### src/rtl/fat12_cluster_table_engine_unit_assert.svh
// Assertion helpers for the cluster table engine.
// All checks run on clk_i and are off while rst_ni is low.
`ifndef FAT12_CLUSTER_TABLE_ENGINE_UNIT_ASSERT_SVH
`define FAT12_CLUSTER_TABLE_ENGINE_UNIT_ASSERT_SVH

// Same-cycle implication.
`define FCT_ASSERT_NOW(lbl, ante, cons, msg) \
  lbl: assert property (@(posedge clk_i) disable iff (!rst_ni) (ante) |-> (cons)) \
    else $error(msg);

// Next-cycle implication.
`define FCT_ASSERT_NEXT(lbl, ante, cons, msg) \
  lbl: assert property (@(posedge clk_i) disable iff (!rst_ni) (ante) |=> (cons)) \
    else $error(msg);

`endif

### src/rtl/fct_pkg.sv
package fct_pkg;

  // Table geometry
  localparam int TableDepth   = 4096;
  localparam int EntryW       = 12;
  localparam int AddrW        = 28;
  localparam int CountW       = 13;
  localparam int MaxClusters  = 4096;
  localparam int SectorBytes  = 512;
  localparam int DirEntryBytes = 32;
  localparam int SectorShift  = $clog2(SectorBytes);
  localparam int RootShift    = $clog2(SectorBytes / DirEntryBytes);

  localparam logic [EntryW-1:0] TableLast   = EntryW'(TableDepth - 1);
  localparam logic [EntryW-1:0] EndOfChain  = 12'hFFF;
  localparam logic [EntryW-1:0] ChainEndMin = 12'hFF8;
  localparam logic [EntryW-1:0] ScanLimit   = 12'd4085;
  localparam logic [EntryW-1:0] FirstData   = 12'd2;
  localparam logic [CountW-1:0] MaxCount    = CountW'(MaxClusters);

  // Operation codes
  localparam logic [1:0] OpRead  = 2'd0;
  localparam logic [1:0] OpLoad  = 2'd1;
  localparam logic [1:0] OpAlloc = 2'd2;
  localparam logic [1:0] OpFree  = 2'd3;

  // Status codes
  localparam logic [1:0] StatusOk      = 2'd0;
  localparam logic [1:0] StatusInvalid = 2'd1;
  localparam logic [1:0] StatusCutOff  = 2'd2;

  // Register indexes
  localparam int CfgIdxW = 3;
  localparam logic [CfgIdxW-1:0] RegPartitionOffset = 3'd0;
  localparam logic [CfgIdxW-1:0] RegReservedSectors = 3'd1;
  localparam logic [CfgIdxW-1:0] RegFatCopies       = 3'd2;
  localparam logic [CfgIdxW-1:0] RegFatSectors      = 3'd3;
  localparam logic [CfgIdxW-1:0] RegRootEntries     = 3'd4;
  localparam logic [CfgIdxW-1:0] RegClusterSectors  = 3'd5;

  typedef struct packed {
    logic [1:0]        op;
    logic [EntryW-1:0] cluster;
    logic [EntryW-1:0] load_value;
  } in_item_t;

  typedef struct packed {
    logic [1:0]        status;
    logic [EntryW-1:0] cluster_out;
    logic [AddrW-1:0]  sector_address;
    logic [CountW-1:0] freed_count;
  } out_item_t;

  typedef struct packed {
    logic [27:0] partition_offset;
    logic [15:0] reserved_sectors;
    logic [2:0]  fat_copies;
    logic [3:0]  fat_sectors;
    logic [15:0] root_entries;
    logic [7:0]  cluster_sectors;
  } cfg_t;

  // Entry pair of cluster c must lie inside the FAT.
  function automatic logic cluster_valid(logic [EntryW-1:0] c, logic [3:0] fat_sectors);
    logic [12:0] need;
    logic [12:0] limit;
    need  = 13'(c) + 13'(c >> 1) + 13'd1;
    limit = 13'(13'(fat_sectors) << SectorShift);
    return (c >= FirstData) && (need < limit);
  endfunction

  function automatic logic walk_continues(logic [EntryW-1:0] c, logic [3:0] fat_sectors);
    return (c < ChainEndMin) && cluster_valid(c, fat_sectors);
  endfunction

endpackage

### src/rtl/fct_sector_unit.sv
module fct_sector_unit (
  input  logic                        clk_i,
  input  logic                        rst_ni,
  input  fct_pkg::cfg_t               cfg_i,
  input  logic                        start_i,
  input  logic [fct_pkg::EntryW-1:0]  cluster_i,
  output logic                        done_o,
  output logic [fct_pkg::AddrW-1:0]   addr_o
);

  logic [19:0]               prod_d, prod_q;
  logic [fct_pkg::AddrW-1:0] base_d, base_q;
  logic [6:0]                fat_area;
  logic                      low_d, low_q;
  logic                      stage_q;
  logic                      done_q;
  logic [fct_pkg::AddrW-1:0] addr_q;

  // Stage 1: cluster offset product and volume base.
  always_comb begin
    fat_area = 7'(cfg_i.fat_copies) * 7'(cfg_i.fat_sectors);
    prod_d   = 20'(cluster_i - fct_pkg::FirstData) * 20'(cfg_i.cluster_sectors);
    base_d   = cfg_i.partition_offset
             + 28'(cfg_i.reserved_sectors)
             + 28'(fat_area)
             + 28'(cfg_i.root_entries >> fct_pkg::RootShift);
    low_d    = cluster_i < fct_pkg::FirstData;
  end

  always_ff @(posedge clk_i or negedge rst_ni) begin
    if (!rst_ni) begin
      stage_q <= 1'b0;
      done_q  <= 1'b0;
    end else begin
      stage_q <= start_i;
      done_q  <= stage_q;
    end
  end

  always_ff @(posedge clk_i) begin
    if (start_i) begin
      prod_q <= prod_d;
      base_q <= base_d;
      low_q  <= low_d;
    end
    // Stage 2: final add, wraps to 28 bits.
    if (stage_q) begin
      addr_q <= low_q ? '0 : base_q + 28'(prod_q);
    end
  end

  assign done_o = done_q;
  assign addr_o = addr_q;

endmodule

### config.mk
export PLATFORM = sky130hd
export DESIGN_NAME = fct_sector_unit
export DESIGN_NICKNAME = d
export VERILOG_FILES = /design/src/rtl/fat12_cluster_table_engine_unit_assert.svh /design/src/rtl/fct_pkg.sv /design/src/rtl/fct_sector_unit.sv
export SDC_FILE = /design/constraint.sdc
export NUM_CORES = 1
export LEC_CHECK = 0
export BUFFER_PORTS_ARGS = -buffer_cell sky130_fd_sc_hd__clkbuf_2
export CAP_MARGIN = 30
export CORE_ASPECT_RATIO = 0.5
export CORE_UTILIZATION = 26
export DETAILED_ROUTE_END_ITERATION = 6
export PLACE_DENSITY = 0.48
export SKIP_LAST_GASP = 1
export SYNTH_ARGS = -nofsm -noshare
export SYNTH_HDL_FRONTEND = slang
export SYNTH_SLANG_ARGS = --single-unit
### constraint.sdc
create_clock -name clk_i -period 3.47 [get_ports clk_i]
set_input_delay 0.5205 -clock clk_i [delete_from_list [all_inputs] [get_ports clk_i]]
set_output_delay 0.5205 -clock clk_i [all_outputs]
set_load 0.01 [all_outputs]
==> results.tsv <==
stage	metric	value	unit
setup_path	crit_type	in -> reg	
power_and_ir_drop	p_total	8270	uW
clocking	numCtsBuffers	9	
synth	syn_nets	1203	
drt	drt_wl_total	21300	um
status	outcome	finished with violations	
timing	worstMarginPinSlew	907	ps
setup_path	crit_path_end_kind	flop	
timing	fin_crit	5220	ps
synth	syn_area	9080	um2
synth	yosys.area.top_type_share	25.5	%
power_and_ir_drop	combPwrFrac	67.1	%
setup_path	crit_path_max_fanout	5	
global_route	antenna_found_initial	0	
setup_path	crit_arrival	5310	ps
power_and_ir_drop	seqPwrFrac	20.8	%
synth	yosysMostFrequentCell	inv_1	
floorplan	core	33700	um2
synth	synthTopCellsByCount	inv_1, fa_1, ha_1, edfxtp_1, nand2_1	
cells_and_area	drive_gt1_share	32.1	%
timing	slew_violations	0	
global_route	grt_first_pass_wirelength	35500	um
placement	dp_hpwl	18400	um
timing	maxSlewHeadroom	39.5	%
clocking	cts-root-buf	clkbuf_16	
synth	synthArstFlopShare	2.53	%
timing	hold_slack	486	ps
synth	synth-seq-cells	79	
drt	viasPerCell	4.14	
synth	yosys_warnings	0	
timing	setup_viol	30	
synth	ys_seq_area_share	26.0	%
power_and_ir_drop	p_int	4930	uW
clocking	clkSinkCount	79	
synth	synth_edf_count	77	
clocking	cts_tree	built	
timing	period_share	150	%
hold_path	holdCritPathClass	in -> reg	
power_and_ir_drop	p_per_area	671	nW/um2
synth	yosysUniqueCellTypes	55	
floorplan	ioPinCount	119	
timing	finClkSkew	10.5	ps
drt	wl_per_cell	13.1	um
cells_and_area	antenna_cells	0	
setup_path	worst_setup_path_start_kind	input port	
timing	rsz0062_at_grt	yes	
power_and_ir_drop	swShare	40.4	%
synth	synth.avg_cell_area	9.94	um2
setup_path	required	3560	ps
clocking	clock_latency	340	ps
placement	port_buffers	114	
drt	antenna_left	0	
cells_and_area	area_growth	35.6	%
synth	synthCells	914	
floorplan	dieArea	35700	um2
floorplan	die_h	134	um
drt	num_vias	6751	
cells_and_area	layout.nets	1448	
clocking	clk_pin_slew	60	ps
status	violations	negative setup slack	
floorplan	num_rows	47	
synth	synth_area_leaders	edfxtp_1, fa_1, ha_1	
synth	ys.flop_type	edfxtp_1	
clocking	htreeDepth	3	
timing	hold_viol	0	
cells_and_area	final_util	36.6	%
global_route	grt-ovfl-total	0	
floorplan	initial_core_util	27.0	%
global_route	grt_use_total	12.3	%
synth	yosysTopAreaCell	edfxtp_1	
global_route	grt_pass1_vias	7151	
power_and_ir_drop	p_sw	3340	uW
global_route	grt_max_degree	35	
timing	fin_setup_tns	-22630	ps
drt	drtIter0Drc	245	
timing	fmax	0.192	GHz
timing	fin_ws	-1750	ps
power_and_ir_drop	ir_worst_vdd	298	uV
floorplan	fp.dieW	266	um
run	cap_violations	0	
drt	drt_pass1_iterations	4	
power_and_ir_drop	clkPwrFrac	12.2	%
clocking	clockBufferDepth	2	
placement	place_congestion	0.832	
power_and_ir_drop	p_leak	0.00578	uW
drt	drc	0	
## per-stage QoR
| stage | std cells | cell area, um2 | setup WS (ps) |
|---|---|---|---|
| final | 1629 | 12300 | -1750 |
| after global routing | 1629 | 12300 | -1970 |
| after CTS | 1620 | 12000 | -1720 |
| after detailed placement | 1593 | 11500 | -2290 |
| after global placement | 1591 | 11400 | -2240 |
| after floorplan | 914 | 9480 | -1920 |
## critical path, cell delays in order
cell,delay [ps]
buf_6,90
or3_4,390
nor2_4,150
nand2_4,100
nor3_4,220
xor2_4,250
buf_6,130
nand2_2,40
fa_1,490
inv_2,40
fa_1,470
fa_1,530
inv_2,40
fa_1,510
inv_2,50
ha_4,150
and2_4,150
a31o_4,200
a41oi_4,180
a21oi_2,90
buf_4,150
a21o_1,160
a21oi_2,120
xnor2_1,90
## state kept, by name (all words and copies together) (netlist names)
register  cells
addr_o       28
base_q       28
done_o        1
low_q         1
prod_q       20
stage_q       1
## power groups by stage
stage / sequential [uW] / clock, uW / combinational [uW]
2_1_floorplan: 1750 / 0 / 3440
3_3_place_gp: 1740 / 0 / 5050
3_5_place_dp: 1740 / 0 / 5090
4_1_cts: 1730 / 1030 / 5280
5_1_grt: 1760 / 1070 / 6280
6_report: 1720 / 1010 / 5550
## cell families (layout without fill, tap and decap cells)
family          count (synthesis)  after routing  synth area share (%)
flops                          79             79                  26.0
xor+xnor                       68             68                  6.56
fa+ha+maj                     199            199                  36.1
buf+inv                       188            438                  7.77
mux                             3              3                 0.372
compound gates                129            129                  9.57
simple gates                  248            248                  13.6
## routing by layer
layer	part of all wire, %	vias to the layer above	track usage [%]
li1	-	3475	-
met1	51	3210	17.6
met2	46	53	19.9
met3	2.0	13	1.47
met4	0.98	0	2.55
met5	0	-	0
## layout by cell type, fill, tap and decap left out, types with 16 or more instances in the layout
| cell type | Yosys | layout |
|---|---|---|
| inv_1 | 176 | 156 |
| buf_4 | 0 | 118 |
| fa_1 | 105 | 104 |
| clkbuf_2 | 0 | 102 |
| ha_1 | 94 | 86 |
| edfxtp_1 | 77 | 77 |
| nand2_1 | 72 | 57 |
| and2_1 | 54 | 53 |
| xnor2_1 | 47 | 40 |
| nor2_1 | 44 | 36 |
| a21oi_1 | 39 | 30 |
| nor2b_1 | 23 | 21 |
| buf_6 | 0 | 19 |
| inv_2 | 0 | 18 |
| xor2_1 | 21 | 16 |
## timing repair
item                       CTS  global route
cloned                       0             0
hold buffers                 1             0
resized for setup           42            63
pin swaps                   33            34
hold endpoints to repair     2             0
setup endpoints to repair   32            34
buffers inserted            10            10
## worst paths after layout
| kind | cells past startpoint | from | slack (ps) | endpoint |
|---|---|---|---|---|
| setup / recovery | 24 | cluster_i[5] | -1750 | prod_q[17] |
| hold / removal | 2 | cfg_i[73] | 490 | base_q[26] |
| setup reg to reg | 10 | prod_q[0] | 550 | addr_o[26] |
| hold reg to reg | 2 | base_q[27] | 650 | addr_o[27] |
| max in group asynchronous | 2 | rst_ni | 2850 | stage_q |
| min in group asynchronous | 2 | rst_ni | 520 | done_o |
## layout make-up
type	count	area (um2)
fillers	3373	21400
multi-input cells	647	6660
flip-flops and latches	79	2360
repair buffers	246	1730
inverters	176	671
well taps	465	582
clock buffers	10	229
clock inverters	6	85.1
Power figures use the tool's default switching activity.
